--- src/hw/rtl/rrcd_pkg.sv ---
// Shared types, constants and tables for the reflector run centroid detector.
// No dependencies; every other file of the block refers to this package by scoped names.
`default_nettype none

package rrcd_pkg;

	localparam int RANGE_W  = 16;
	localparam int INTEN_W  = 16;
	localparam int ANGLE_W  = 16;
	localparam int STEP_W   = 13;
	localparam int SUM_W    = 28;
	localparam int COUNT_W  = 11;
	localparam int LEGS_W   = 10;
	localparam int COORD_W  = 17;
	localparam int TRIG_W   = 16;
	localparam int CORD_W   = 18;
	localparam int PROD_W   = 33;
	localparam int CFG_IDX_W  = 8;
	localparam int CFG_DATA_W = 16;

	localparam int DEF_MAX_SAMPLES = 1024;
	localparam int CORDIC_STEPS    = 15;

	localparam logic [INTEN_W-1:0] THRESH_RESET = 16'd7000;
	localparam logic [RANGE_W-1:0] MIN_RANGE_RESET = 16'd100;
	localparam logic [ANGLE_W-1:0] START_RESET = 16'h8000;
	localparam logic [STEP_W-1:0] STEP_RESET = 13'd91;

	localparam logic signed [CORD_W-1:0] CORDIC_X0 = 18'sd19899;
	localparam logic signed [CORD_W-1:0] Q15_MAX   = 18'sd32767;
	localparam logic [COUNT_W-1:0] POINT_MAX = 11'd2047;
	localparam logic [LEGS_W-1:0] LEGS_MAX = 10'd1023;
	localparam logic [LEGS_W-1:0] LEGS_PAIR = 10'd2;

	typedef enum logic [CFG_IDX_W-1:0] {
		REG_THRESHOLD = 8'd0,
		REG_MIN_RANGE = 8'd1,
		REG_START     = 8'd2,
		REG_STEP      = 8'd3
	} reg_idx_t;

	typedef enum logic {
		KIND_LEG     = 1'b0,
		KIND_SUMMARY = 1'b1
	} kind_t;

	typedef enum logic [3:0] {
		ST_IDLE,
		ST_ANGLE,
		ST_ROT_GO,
		ST_ROT_WAIT,
		ST_MUL,
		ST_ACC_X,
		ST_ACC_Y,
		ST_DIVX_GO,
		ST_DIVX_WAIT,
		ST_DIVY_GO,
		ST_DIVY_WAIT,
		ST_EMIT_LEG,
		ST_STEP,
		ST_EMIT_END
	} state_t;

	// Arctangent of 2^-i in binary angle units, 65536 units to the turn.
	function automatic logic [13:0] atan_lut(input logic [3:0] idx);
		logic [13:0] v;
		case (idx)
			4'd0:    v = 14'd8192;
			4'd1:    v = 14'd4836;
			4'd2:    v = 14'd2555;
			4'd3:    v = 14'd1297;
			4'd4:    v = 14'd651;
			4'd5:    v = 14'd326;
			4'd6:    v = 14'd163;
			4'd7:    v = 14'd81;
			4'd8:    v = 14'd41;
			4'd9:    v = 14'd20;
			4'd10:   v = 14'd10;
			4'd11:   v = 14'd5;
			4'd12:   v = 14'd3;
			4'd13:   v = 14'd1;
			4'd14:   v = 14'd1;
			default: v = 14'd0;
		endcase
		return v;
	endfunction

endpackage

`default_nettype wire

--- src/hw/rtl/rrcd_sample_if.sv ---
// Input sample channel of the reflector run centroid detector.
// Depends on rrcd_pkg for the field widths.
`default_nettype none

interface rrcd_sample_if;
	logic                          valid;
	logic                          ready;
	logic [rrcd_pkg::RANGE_W-1:0]  range_mm;
	logic [rrcd_pkg::INTEN_W-1:0]  intensity;
	logic                          scan_end;

	modport source (output valid, range_mm, intensity, scan_end, input ready);
	modport sink   (input valid, range_mm, intensity, scan_end, output ready);
endinterface

`default_nettype wire

--- src/hw/rtl/rrcd_result_if.sv ---
// Result channel of the reflector run centroid detector.
// Depends on rrcd_pkg for the field widths.
`default_nettype none

interface rrcd_result_if;
	logic                                valid;
	logic                                ready;
	logic                                kind;
	logic signed [rrcd_pkg::COORD_W-1:0] leg_x_mm;
	logic signed [rrcd_pkg::COORD_W-1:0] leg_y_mm;
	logic [rrcd_pkg::LEGS_W-1:0]         leg_count;
	logic                                found_two;
	logic                                final_res;

	modport source (output valid, kind, leg_x_mm, leg_y_mm, leg_count, found_two, final_res,
		input ready);
	modport sink   (input valid, kind, leg_x_mm, leg_y_mm, leg_count, found_two, final_res,
		output ready);
endinterface

`default_nettype wire

--- src/hw/rtl/rrcd_cfg_if.sv ---
// Configuration write channel of the reflector run centroid detector.
// Depends on rrcd_pkg for the index and data widths.
`default_nettype none

interface rrcd_cfg_if;
	logic                             valid;
	logic                             ready;
	logic [rrcd_pkg::CFG_IDX_W-1:0]   index;
	logic [rrcd_pkg::CFG_DATA_W-1:0]  data;

	modport source (output valid, index, data, input ready);
	modport sink   (input valid, index, data, output ready);
endinterface

`default_nettype wire

--- src/hw/rtl/rrcd_cordic.sv ---
// Iterative rotation-mode CORDIC giving Q1.15 cosine and sine of a binary angle.
// One micro-rotation per cycle; depends on rrcd_pkg for widths and the arctangent table.
`default_nettype none

module rrcd_cordic (
	input  wire                                     clk,
	input  wire                                     arst_n,
	input  wire                                     start,
	input  wire [rrcd_pkg::ANGLE_W-1:0]             angle,
	output logic                                    done,
	output logic signed [rrcd_pkg::TRIG_W-1:0]      cos_q15,
	output logic signed [rrcd_pkg::TRIG_W-1:0]      sin_q15
);

	localparam int CW = rrcd_pkg::CORD_W;
	localparam int TW = rrcd_pkg::TRIG_W;

	logic signed [CW-1:0] x_q, y_q, z_q;
	logic [3:0]           iter_q;
	logic                 busy_q, flip_q, done_q;
	logic signed [TW-1:0] cos_q, sin_q;

	logic signed [CW-1:0] a_ext, a_fold;
	logic                 fold;
	logic signed [CW-1:0] dx, dy, x_nx, y_nx, z_nx, atan_ext, x_cl, y_cl;

	always_comb begin
		a_ext = CW'($signed(angle));
		fold = 1'b0;
		a_fold = a_ext;
		if (a_ext > 18'sd16384) begin
			a_fold = a_ext - 18'sd32768;
			fold = 1'b1;
		end else if (a_ext < -18'sd16384) begin
			a_fold = a_ext + 18'sd32768;
			fold = 1'b1;
		end
	end

	always_comb begin
		dx = y_q >>> iter_q;
		dy = x_q >>> iter_q;
		atan_ext = CW'($signed({1'b0, rrcd_pkg::atan_lut(iter_q)}));
		if (z_q >= 0) begin
			x_nx = x_q - dx;
			y_nx = y_q + dy;
			z_nx = z_q - atan_ext;
		end else begin
			x_nx = x_q + dx;
			y_nx = y_q - dy;
			z_nx = z_q + atan_ext;
		end
		x_cl = (x_nx > rrcd_pkg::Q15_MAX) ? rrcd_pkg::Q15_MAX :
			(x_nx < -rrcd_pkg::Q15_MAX) ? -rrcd_pkg::Q15_MAX : x_nx;
		y_cl = (y_nx > rrcd_pkg::Q15_MAX) ? rrcd_pkg::Q15_MAX :
			(y_nx < -rrcd_pkg::Q15_MAX) ? -rrcd_pkg::Q15_MAX : y_nx;
		if (flip_q) begin
			x_cl = -x_cl;
			y_cl = -y_cl;
		end
	end

	always_ff @(posedge clk or negedge arst_n) begin
		if (!arst_n) begin
			busy_q <= 1'b0;
			done_q <= 1'b0;
			iter_q <= '0;
		end else begin
			done_q <= 1'b0;
			if (start) begin
				busy_q <= 1'b1;
				iter_q <= '0;
			end else if (busy_q) begin
				iter_q <= iter_q + 4'd1;
				if (iter_q == 4'(rrcd_pkg::CORDIC_STEPS - 1)) begin
					busy_q <= 1'b0;
					done_q <= 1'b1;
				end
			end
		end
	end

	always_ff @(posedge clk) begin
		if (start) begin
			x_q    <= rrcd_pkg::CORDIC_X0;
			y_q    <= '0;
			z_q    <= a_fold;
			flip_q <= fold;
		end else if (busy_q) begin
			x_q <= x_nx;
			y_q <= y_nx;
			z_q <= z_nx;
			if (iter_q == 4'(rrcd_pkg::CORDIC_STEPS - 1)) begin
				cos_q <= x_cl[TW-1:0];
				sin_q <= y_cl[TW-1:0];
			end
		end
	end

	assign done    = done_q;
	assign cos_q15 = cos_q;
	assign sin_q15 = sin_q;

endmodule

`default_nettype wire

--- src/hw/rtl/rrcd_divider.sv ---
// Radix-2 restoring divider: signed sum over an unsigned point count, truncated toward zero.
// One quotient bit per cycle; depends on rrcd_pkg for widths.
`default_nettype none

module rrcd_divider (
	input  wire                                   clk,
	input  wire                                   arst_n,
	input  wire                                   start,
	input  wire signed [rrcd_pkg::SUM_W-1:0]      dividend,
	input  wire [rrcd_pkg::COUNT_W-1:0]           divisor,
	output logic                                  done,
	output logic signed [rrcd_pkg::SUM_W-1:0]     quotient
);

	localparam int SW = rrcd_pkg::SUM_W;
	localparam int DW = rrcd_pkg::COUNT_W;
	localparam int IW = $clog2(SW + 1);

	logic [SW-1:0] quo_q;
	logic [DW:0]   rem_q;
	logic [DW-1:0] div_q;
	logic [IW-1:0] left_q;
	logic          neg_q, busy_q, done_q;

	logic [DW:0]   rem_sh;
	logic [DW+1:0] diff;
	logic [SW-1:0] q_fix;

	always_comb begin
		rem_sh = {rem_q[DW-1:0], quo_q[SW-1]};
		diff   = {1'b0, rem_sh} - {2'b00, div_q};
		q_fix  = neg_q ? (~quo_q + 1'b1) : quo_q;
	end

	always_ff @(posedge clk or negedge arst_n) begin
		if (!arst_n) begin
			busy_q <= 1'b0;
			done_q <= 1'b0;
			left_q <= '0;
		end else begin
			done_q <= 1'b0;
			if (start) begin
				busy_q <= 1'b1;
				left_q <= IW'(SW);
			end else if (busy_q) begin
				left_q <= left_q - 1'b1;
				if (left_q == IW'(1)) begin
					busy_q <= 1'b0;
					done_q <= 1'b1;
				end
			end
		end
	end

	always_ff @(posedge clk) begin
		if (start) begin
			quo_q <= dividend[SW-1] ? (~dividend + 1'b1) : dividend;
			neg_q <= dividend[SW-1];
			rem_q <= '0;
			div_q <= divisor;
		end else if (busy_q) begin
			if (!diff[DW+1]) begin
				rem_q <= diff[DW:0];
				quo_q <= {quo_q[SW-2:0], 1'b1};
			end else begin
				rem_q <= rem_sh;
				quo_q <= {quo_q[SW-2:0], 1'b0};
			end
		end
	end

	// An empty run has no points; its centroid reads as zero.
	assign quotient = (div_q == '0) ? '0 : $signed(q_fix);
	assign done     = done_q;

endmodule

`default_nettype wire

--- src/hw/rtl/reflector_run_centroid_detector_core.sv ---
// Reflector run centroid detector: sequencer, run accumulators and result register.
// Depends on rrcd_pkg, the three channel interfaces, rrcd_cordic and rrcd_divider.
//
// Usage. Samples arrive on the sample channel (range, intensity, scan-end mark) and are
// taken one at a time: ready is high only while the sequencer is idle. A sample whose
// intensity and range both exceed their thresholds extends the current run, up to 2047
// points; its angle is start_angle + sample index * angle_step, resolved by an iterative
// CORDIC (15 iterations) and a single 17 x 16 multiplier used twice. A sample that fails
// the test closes an open run; the centroid is then found by one serial divider used for
// x and then y (28 iterations each). The scan-end sample additionally gives a summary
// beat with the leg count, after which the scan state is cleared.
// Results leave through a one-deep output register, so the block takes the next sample
// while the last beat still waits; if the receiver stalls with a beat pending, the
// sequencer holds before its next result until the register frees.
// Reset returns the registers to their defaults and clears all scan state at once; no
// clearing pass is needed. Configuration writes are accepted in every cycle.
`default_nettype none

module reflector_run_centroid_detector_core #(
	parameter int MAX_SAMPLES = rrcd_pkg::DEF_MAX_SAMPLES
) (
	input  wire              clk,
	input  wire              arst_n,
	rrcd_sample_if.sink      sample,
	rrcd_result_if.source    result,
	rrcd_cfg_if.sink         cfg
);

	localparam int CNT_W = $clog2(MAX_SAMPLES);
	localparam int SW    = rrcd_pkg::SUM_W;
	localparam logic [CNT_W-1:0] CNT_LAST = CNT_W'(MAX_SAMPLES - 1);

	// Configuration registers.
	logic [rrcd_pkg::INTEN_W-1:0] thresh_q;
	logic [rrcd_pkg::RANGE_W-1:0] min_range_q;
	logic [rrcd_pkg::ANGLE_W-1:0] start_q;
	logic [rrcd_pkg::STEP_W-1:0]  step_q;

	// Scan state.
	logic                          in_run_q;
	logic signed [SW-1:0]          sum_x_q, sum_y_q;
	logic [rrcd_pkg::COUNT_W-1:0]  count_q;
	logic [CNT_W-1:0]              smp_cnt_q;
	logic [rrcd_pkg::LEGS_W-1:0]   legs_q;

	// Current sample.
	logic [rrcd_pkg::RANGE_W-1:0]  range_q;
	logic                          end_q;
	logic [rrcd_pkg::ANGLE_W-1:0]  angle_q;

	rrcd_pkg::state_t state_q, state_nx;

	logic qual, accept, out_free;
	logic rot_start, rot_done, div_start, div_done, div_sel_y;
	logic push_leg, push_end, add_x, add_y;
	logic signed [rrcd_pkg::TRIG_W-1:0] cos_w, sin_w, mul_b;
	logic signed [rrcd_pkg::PROD_W-1:0] prod_w, prod_s1;
	logic [rrcd_pkg::PROD_W-1:0]        mag;
	logic [rrcd_pkg::PROD_W-1:0]        rnd;
	logic signed [SW-1:0]               term;
	logic signed [SW-1:0]               div_in, quot_w;
	logic signed [rrcd_pkg::COORD_W-1:0] cx_q, cy_q;

	// Output register.
	logic                                out_valid_q;
	logic                                kind_q, two_q, final_q;
	logic signed [rrcd_pkg::COORD_W-1:0] ox_q, oy_q;
	logic [rrcd_pkg::LEGS_W-1:0]         ocount_q;

	assign out_free = !out_valid_q || result.ready;
	assign qual = (sample.intensity > thresh_q) && (sample.range_mm > min_range_q);
	assign accept = sample.valid && sample.ready;

	// Configuration port.
	assign cfg.ready = 1'b1;

	always_ff @(posedge clk or negedge arst_n) begin
		if (!arst_n) begin
			thresh_q    <= rrcd_pkg::THRESH_RESET;
			min_range_q <= rrcd_pkg::MIN_RANGE_RESET;
			start_q     <= rrcd_pkg::START_RESET;
			step_q      <= rrcd_pkg::STEP_RESET;
		end else if (cfg.valid && cfg.ready) begin
			case (cfg.index)
				rrcd_pkg::REG_THRESHOLD: thresh_q <= cfg.data;
				rrcd_pkg::REG_MIN_RANGE: min_range_q <= cfg.data;
				rrcd_pkg::REG_START:     start_q <= cfg.data;
				rrcd_pkg::REG_STEP:      step_q <= cfg.data[rrcd_pkg::STEP_W-1:0];
				default: ;
			endcase
		end
	end

	// Next state.
	always_comb begin
		state_nx = state_q;
		case (state_q)
			rrcd_pkg::ST_IDLE: begin
				if (sample.valid) begin
					if (qual && count_q < rrcd_pkg::POINT_MAX)
						state_nx = rrcd_pkg::ST_ANGLE;
					else if (!qual && in_run_q)
						state_nx = rrcd_pkg::ST_DIVX_GO;
					else
						state_nx = rrcd_pkg::ST_STEP;
				end
			end
			rrcd_pkg::ST_ANGLE:     state_nx = rrcd_pkg::ST_ROT_GO;
			rrcd_pkg::ST_ROT_GO:    state_nx = rrcd_pkg::ST_ROT_WAIT;
			rrcd_pkg::ST_ROT_WAIT:  if (rot_done) state_nx = rrcd_pkg::ST_MUL;
			rrcd_pkg::ST_MUL:       state_nx = rrcd_pkg::ST_ACC_X;
			rrcd_pkg::ST_ACC_X:     state_nx = rrcd_pkg::ST_ACC_Y;
			rrcd_pkg::ST_ACC_Y:     state_nx = rrcd_pkg::ST_STEP;
			rrcd_pkg::ST_DIVX_GO:   state_nx = rrcd_pkg::ST_DIVX_WAIT;
			rrcd_pkg::ST_DIVX_WAIT: if (div_done) state_nx = rrcd_pkg::ST_DIVY_GO;
			rrcd_pkg::ST_DIVY_GO:   state_nx = rrcd_pkg::ST_DIVY_WAIT;
			rrcd_pkg::ST_DIVY_WAIT: if (div_done) state_nx = rrcd_pkg::ST_EMIT_LEG;
			rrcd_pkg::ST_EMIT_LEG:  if (out_free) state_nx = rrcd_pkg::ST_STEP;
			rrcd_pkg::ST_STEP:
				state_nx = end_q ? rrcd_pkg::ST_EMIT_END : rrcd_pkg::ST_IDLE;
			rrcd_pkg::ST_EMIT_END:  if (out_free) state_nx = rrcd_pkg::ST_IDLE;
			default:                state_nx = rrcd_pkg::ST_IDLE;
		endcase
	end

	// Sequencer outputs.
	always_comb begin
		sample.ready = 1'b0;
		rot_start    = 1'b0;
		div_start    = 1'b0;
		div_sel_y    = 1'b0;
		add_x        = 1'b0;
		add_y        = 1'b0;
		push_leg     = 1'b0;
		push_end     = 1'b0;
		case (state_q)
			rrcd_pkg::ST_IDLE:      sample.ready = 1'b1;
			rrcd_pkg::ST_ROT_GO:    rot_start = 1'b1;
			rrcd_pkg::ST_ACC_X:     add_x = 1'b1;
			rrcd_pkg::ST_ACC_Y:     add_y = 1'b1;
			rrcd_pkg::ST_DIVX_GO:   div_start = 1'b1;
			rrcd_pkg::ST_DIVY_GO: begin
				div_start = 1'b1;
				div_sel_y = 1'b1;
			end
			rrcd_pkg::ST_EMIT_LEG:  push_leg = out_free;
			rrcd_pkg::ST_EMIT_END:  push_end = out_free;
			default: ;
		endcase
	end

	always_ff @(posedge clk or negedge arst_n) begin
		if (!arst_n)
			state_q <= rrcd_pkg::ST_IDLE;
		else
			state_q <= state_nx;
	end

	rrcd_cordic u_cordic (
		.clk     (clk),
		.arst_n  (arst_n),
		.start   (rot_start),
		.angle   (angle_q),
		.done    (rot_done),
		.cos_q15 (cos_w),
		.sin_q15 (sin_w)
	);

	assign div_in = div_sel_y ? sum_y_q : sum_x_q;

	rrcd_divider u_divider (
		.clk      (clk),
		.arst_n   (arst_n),
		.start    (div_start),
		.dividend (div_in),
		.divisor  (count_q),
		.done     (div_done),
		.quotient (quot_w)
	);

	// One multiplier serves the cosine term and then the sine term.
	always_comb begin
		mul_b  = (state_q == rrcd_pkg::ST_MUL) ? cos_w : sin_w;
		prod_w = $signed({1'b0, range_q}) * mul_b;
		mag    = prod_s1[rrcd_pkg::PROD_W-1] ? 33'(-prod_s1) : 33'(prod_s1);
		rnd    = (mag + 33'd16384) >> 15;
		term   = prod_s1[rrcd_pkg::PROD_W-1] ? -$signed(SW'(rnd)) : $signed(SW'(rnd));
	end

	always_ff @(posedge clk) begin
		if (accept) begin
			range_q <= sample.range_mm;
			end_q   <= sample.scan_end;
		end
		if (state_q == rrcd_pkg::ST_ANGLE)
			angle_q <= start_q
				+ rrcd_pkg::ANGLE_W'(smp_cnt_q) * rrcd_pkg::ANGLE_W'(step_q);
		if (state_q == rrcd_pkg::ST_MUL || state_q == rrcd_pkg::ST_ACC_X)
			prod_s1 <= prod_w;
		if (state_q == rrcd_pkg::ST_DIVX_WAIT && div_done)
			cx_q <= quot_w[rrcd_pkg::COORD_W-1:0];
		if (state_q == rrcd_pkg::ST_DIVY_WAIT && div_done)
			cy_q <= quot_w[rrcd_pkg::COORD_W-1:0];
	end

	// Run and scan state.
	always_ff @(posedge clk or negedge arst_n) begin
		if (!arst_n) begin
			in_run_q  <= 1'b0;
			sum_x_q   <= '0;
			sum_y_q   <= '0;
			count_q   <= '0;
			smp_cnt_q <= '0;
			legs_q    <= '0;
		end else begin
			if (accept && qual)
				in_run_q <= 1'b1;
			if (add_x)
				sum_x_q <= sum_x_q + term;
			if (add_y) begin
				sum_y_q <= sum_y_q + term;
				count_q <= count_q + 1'b1;
			end
			if (push_leg) begin
				in_run_q <= 1'b0;
				sum_x_q  <= '0;
				sum_y_q  <= '0;
				count_q  <= '0;
				if (legs_q < rrcd_pkg::LEGS_MAX)
					legs_q <= legs_q + 1'b1;
			end
			if (state_q == rrcd_pkg::ST_STEP && smp_cnt_q < CNT_LAST)
				smp_cnt_q <= smp_cnt_q + 1'b1;
			// A run still open at the end of the scan is dropped without a centroid.
			if (push_end) begin
				in_run_q  <= 1'b0;
				sum_x_q   <= '0;
				sum_y_q   <= '0;
				count_q   <= '0;
				smp_cnt_q <= '0;
				legs_q    <= '0;
			end
		end
	end

	// Result register.
	always_ff @(posedge clk or negedge arst_n) begin
		if (!arst_n)
			out_valid_q <= 1'b0;
		else if (push_leg || push_end)
			out_valid_q <= 1'b1;
		else if (result.ready)
			out_valid_q <= 1'b0;
	end

	always_ff @(posedge clk) begin
		if (push_leg) begin
			kind_q   <= rrcd_pkg::KIND_LEG;
			ox_q     <= cx_q;
			oy_q     <= cy_q;
			ocount_q <= '0;
			two_q    <= 1'b0;
			final_q  <= !end_q;
		end else if (push_end) begin
			kind_q   <= rrcd_pkg::KIND_SUMMARY;
			ox_q     <= '0;
			oy_q     <= '0;
			ocount_q <= legs_q;
			two_q    <= (legs_q == rrcd_pkg::LEGS_PAIR);
			final_q  <= 1'b1;
		end
	end

	assign result.valid     = out_valid_q;
	assign result.kind      = kind_q;
	assign result.leg_x_mm  = ox_q;
	assign result.leg_y_mm  = oy_q;
	assign result.leg_count = ocount_q;
	assign result.found_two = two_q;
	assign result.final_res = final_q;

endmodule

`default_nettype wire
--- src/flat_wrapper.sv ---
// flat-port wrapper written by rule: the top's interface ports become plain ports
module reflector_run_centroid_detector_core_flat 
#(
	parameter int MAX_SAMPLES = rrcd_pkg::DEF_MAX_SAMPLES
)
  (clk, arst_n, sample_valid, sample_range_mm, sample_intensity, sample_scan_end, sample_ready, result_valid, result_kind, result_leg_x_mm, result_leg_y_mm, result_leg_count, result_found_two, result_final_res, result_ready, cfg_valid, cfg_index, cfg_data, cfg_ready);
  rrcd_sample_if sample_i ();
  rrcd_result_if result_i ();
  rrcd_cfg_if cfg_i ();
  input  wire clk;
  input  wire arst_n;
  input wire logic [$bits(sample_i.valid)-1:0] sample_valid;
  input wire logic [$bits(sample_i.range_mm)-1:0] sample_range_mm;
  input wire logic [$bits(sample_i.intensity)-1:0] sample_intensity;
  input wire logic [$bits(sample_i.scan_end)-1:0] sample_scan_end;
  output wire logic [$bits(sample_i.ready)-1:0] sample_ready;
  output wire logic [$bits(result_i.valid)-1:0] result_valid;
  output wire logic [$bits(result_i.kind)-1:0] result_kind;
  output wire logic [$bits(result_i.leg_x_mm)-1:0] result_leg_x_mm;
  output wire logic [$bits(result_i.leg_y_mm)-1:0] result_leg_y_mm;
  output wire logic [$bits(result_i.leg_count)-1:0] result_leg_count;
  output wire logic [$bits(result_i.found_two)-1:0] result_found_two;
  output wire logic [$bits(result_i.final_res)-1:0] result_final_res;
  input wire logic [$bits(result_i.ready)-1:0] result_ready;
  input wire logic [$bits(cfg_i.valid)-1:0] cfg_valid;
  input wire logic [$bits(cfg_i.index)-1:0] cfg_index;
  input wire logic [$bits(cfg_i.data)-1:0] cfg_data;
  output wire logic [$bits(cfg_i.ready)-1:0] cfg_ready;
  assign sample_i.valid = sample_valid;
  assign sample_i.range_mm = sample_range_mm;
  assign sample_i.intensity = sample_intensity;
  assign sample_i.scan_end = sample_scan_end;
  assign sample_ready = sample_i.ready;
  assign result_valid = result_i.valid;
  assign result_kind = result_i.kind;
  assign result_leg_x_mm = result_i.leg_x_mm;
  assign result_leg_y_mm = result_i.leg_y_mm;
  assign result_leg_count = result_i.leg_count;
  assign result_found_two = result_i.found_two;
  assign result_final_res = result_i.final_res;
  assign result_i.ready = result_ready;
  assign cfg_i.valid = cfg_valid;
  assign cfg_i.index = cfg_index;
  assign cfg_i.data = cfg_data;
  assign cfg_ready = cfg_i.ready;
  reflector_run_centroid_detector_core #(.MAX_SAMPLES(MAX_SAMPLES)) u_core (.clk(clk), .arst_n(arst_n), .sample(sample_i), .result(result_i), .cfg(cfg_i));
endmodule
--- config.mk ---
export PLATFORM = sky130hd
export DESIGN_NAME = reflector_run_centroid_detector_core_flat
export DESIGN_NICKNAME = d
export VERILOG_FILES = /design/src/hw/rtl/rrcd_pkg.sv /design/src/hw/rtl/rrcd_sample_if.sv /design/src/hw/rtl/rrcd_result_if.sv /design/src/hw/rtl/rrcd_cfg_if.sv /design/src/hw/rtl/rrcd_cordic.sv /design/src/hw/rtl/rrcd_divider.sv /design/src/hw/rtl/reflector_run_centroid_detector_core.sv /design/src/flat_wrapper.sv
export SDC_FILE = /design/constraint.sdc
export NUM_CORES = 2
export LEC_CHECK = 0
export BUFFER_PORTS_ARGS = -buffer_cell sky130_fd_sc_hd__buf_4
export CAP_MARGIN = 10
export CORE_ASPECT_RATIO = 0.5
export CORE_UTILIZATION = 25
export DETAILED_ROUTE_END_ITERATION = 16
export PLACE_DENSITY_LB_ADDON = 0.12
export SYNTH_ARGS = -nofsm -noshare
export SYNTH_HDL_FRONTEND = slang
export SYNTH_SLANG_ARGS = --single-unit
export TNS_END_PERCENT = 20
--- constraint.sdc ---
create_clock -name clk -period 9.9 [get_ports clk]
set_input_delay 0.495 -clock clk [delete_from_list [all_inputs] [get_ports clk]]
set_output_delay 0.495 -clock clk [all_outputs]
set_load 0.005 [all_outputs]
==> summary.txt <==
status: finished, final reports clean
Final TNS setup: 0 ns
vias per inst: 4.66
die area: 172000 um^2
CTS resizes: 0
crit path max fanout: 18
CP peak stage delay: 0.65 ns
post-synth top area share: 16.0%
Synth Area in Simple Gates: 16.7%
YS warnings: 0
area grow syn2layout: 12.1%
area occupied by multi-input gates: 27800 um^2
clock sinks: 452
drt wl/cell: 17.8 um
top post-synthesis cells by area: edfxtp_1 (16%), fa_1 (13%), ha_1 (9.7%)
Starting Density: 25.3%
Post-Syn Instances: 4592
Pre-antenna DRT Iters: 6
reg2reg path depth: 28
Vert. Die Dim: 293 um
number of buffers added on ports: 110
adder-cell area share of the yosys netlist: 22.9%
gr usage total: 14.2%
Final setup viols: 0
complex-gate fraction of the synthesized area: 12.9%
CTS buffer count: 53
Yosys reg bits: 452
final hold violations: 0
io pins: 112
Critical Path End Type: register
register area: 12200 um^2
final critical-path required period: 8.62 ns
hold path cells: 1
H-tree depth: 2
Critical Path AT: 9.02 ns
critical path class: register to register
Placer Congestion: 0.832
clock tree buffer depth: 3
number of antenna violations at the first check in global routing: 1
Unique masters post-synth: 102
CORE AREA: 168000 um^2
grt met1 use: 20.2%
post-synthesis sequential area ratio: 28.6%
crit share post-route: 87.1%
top_reg_cell synth: edfxtp_1
post-synthesis xor/xnor area fraction: 6.48%
Post-Syn Nets: 5263
largest net degree at the start of global routing: 72
DR iter-0 viols: 1607
total wire length: 123 mm
largest family of logic cells by synthesized area: adder cells
Top cell by count, worst path: fa_1
share of cells above drive strength 1: 10.0%
Post-route DRC: 0
CTS tree: built
final net count: 5277
grt met3 use: 1.61%
Critical Path RT: 10.29 ns
Avg Cell Area, Syn: 9.25 um^2
CTS Root Cell: clkbuf_16
Post-synth EDFFs: 226
worst-margin pin slew: 1.05 ns
max_cap viols: 0
row count: 106
Worst-Skew Late Latency: 0.68 ns
Antenna Violating Nets Remaining: 0
worst hold path class: input port to register
Die X: 585 um
max frequency: 116 MHz
Post-synth ARST share: 36.9%
final hold slack: 0.0824 ns
mux cell area share after synthesis: 6.24%
Worst Setup Start Kind: register
Clk pin slew, worst setup/hold paths: 0.06 ns
post-DP HPWL: 94.9 mm
grt peak-use layer: met2
Final Skew: 0.0849 ns
post-place instance area: 45800 um^2
Commonest cells post-synth: nand2_1 (513), inv_1 (467), ha_1 (328), nor2_1 (298), fa_1 (281)
Slew Viols, Final: 0
# fillers: 17.8k
mapped cell area: 42500 um^2
vias in the first global route: 32.6k
first-pass GRT wire length: 194 mm
GR Util met2: 23.3%
RSZ-0062 raised after global routing: false
slew margin rel.: 30.2%
gr ovfl total: 0
vias: 32.3k
largest area contributor in the netlist: edfxtp_1
Worst path slowest cell: or4b_2
Finished Cell Area: 47600 um^2
count leader, synth: nand2_1
Antenna Diode Count: 0
[layer usage]
layer / up-vias / part of all wire, %
met5: - / 0
met3: 112 / 3.0
met2: 501 / 46
met4: 0 / 1.5
met1: 15861 / 50
li1: 15778 / -
[critical path: cells and delay by family, from the launching register on]
kind	cells	cell delay (ns)
buffers and inverters	5	0.64
xor gates and xnor gates	1	0.12
DFF	1	0.37
and+or+nand+nor	7	2.12
adders and majority gates	7	3.50
AOI/OAI and AO/OA	7	1.46
muxes	1	0.11
[cells in the final DEF (no fill, tap or decap), types with 55 or more instances in the layout]
cell type / instances
nor2_1: 294
o21ai_0: 276
mux2i_1: 86
buf_4: 164
inv_1: 466
nand2_1: 512
mux2_2: 79
nand3_1: 84
and2_1: 185
fa_1: 281
nor3_1: 62
ha_1: 328
xor2_1: 133
clkbuf_16: 55
edfxtp_1: 226
xnor2_1: 181
dfrtp_1: 147
a21oi_1: 229
dfxtp_1: 59
[timing repair]
| action | CTS | global route |
|---|---|---|
| hold endpoints to repair | 40 | 0 |
| hold buffers | 2 | 0 |
| setup buffers | 0 | 0 |
[cells by family (layout without fill, tap and decap cells)]
logic type      Yosys count  in the layout
flops                   452            452
fa+ha+maj               609            609
mux                     206            206
other cells               1              1
compound gates          870            870
buf+inv                 677            735
xor+xnor                314            314
simple gates           1463           1463
[metrics by stage]
stage          instances  worst slack [ns]  utilization [%]
3_3_place_gp        6817              1.19             27.3
3_5_place_dp        6817              1.23             27.3
5_1_grt             6918             0.728             28.3
2_1_floorplan       4592              1.28                -
4_1_cts             6918              1.19             28.3
6_report            6918              1.28             28.3
[state kept, by name, indices dropped and copies added (netlist names), 18 cells and up]
| register | cells |
|---|---|
| u_core.prod_s1 | 33 |
| u_core.sum_y_q | 28 |
| u_core.u_cordic.z_q | 18 |
| u_core.u_cordic.x_q | 18 |
| u_core.u_divider.quo_q | 28 |
| u_core.u_cordic.y_q | 18 |
| u_core.sum_x_q | 28 |
[final timing paths]
kind                                                      endpoint                                     from  slack [ns]
max in group asynchronous           u_core.start_q[13]$_DFFE_PN0P_                                   arst_n        8.15
hold reg to reg            u_core.result.leg_count[3]$_SDFFE_PP0P_  u_core.result.leg_count[3]$_SDFFE_PP0P_        0.46
setup reg to reg                      u_core.prod_s1[32]$_DFFE_PP_            u_core.state_q[1]$_DFFE_PN0P_        1.28
min in group asynchronous            u_core.state_q[2]$_DFFE_PN0P_                                   arst_n        0.34
hold / removal                         u_core.range_q[5]$_DFFE_PP_                       sample_range_mm[5]        0.08
setup / recovery                      u_core.prod_s1[32]$_DFFE_PP_            u_core.state_q[1]$_DFFE_PN0P_        1.28
[final cells by class]
class / count / share of cell area [%]
multi-input combinational: 3463 / 58.4
clock buffer: 76 / 3.14
tap: 2268 / 5.96
sequential: 452 / 25.6
clock inverter: 23 / 0.565
timing repair buffer: 167 / 2.66
inverter: 469 / 3.70
Power is not shown: default switching activity piles up to over one toggle a cycle in this logic, so the estimate is an artifact.
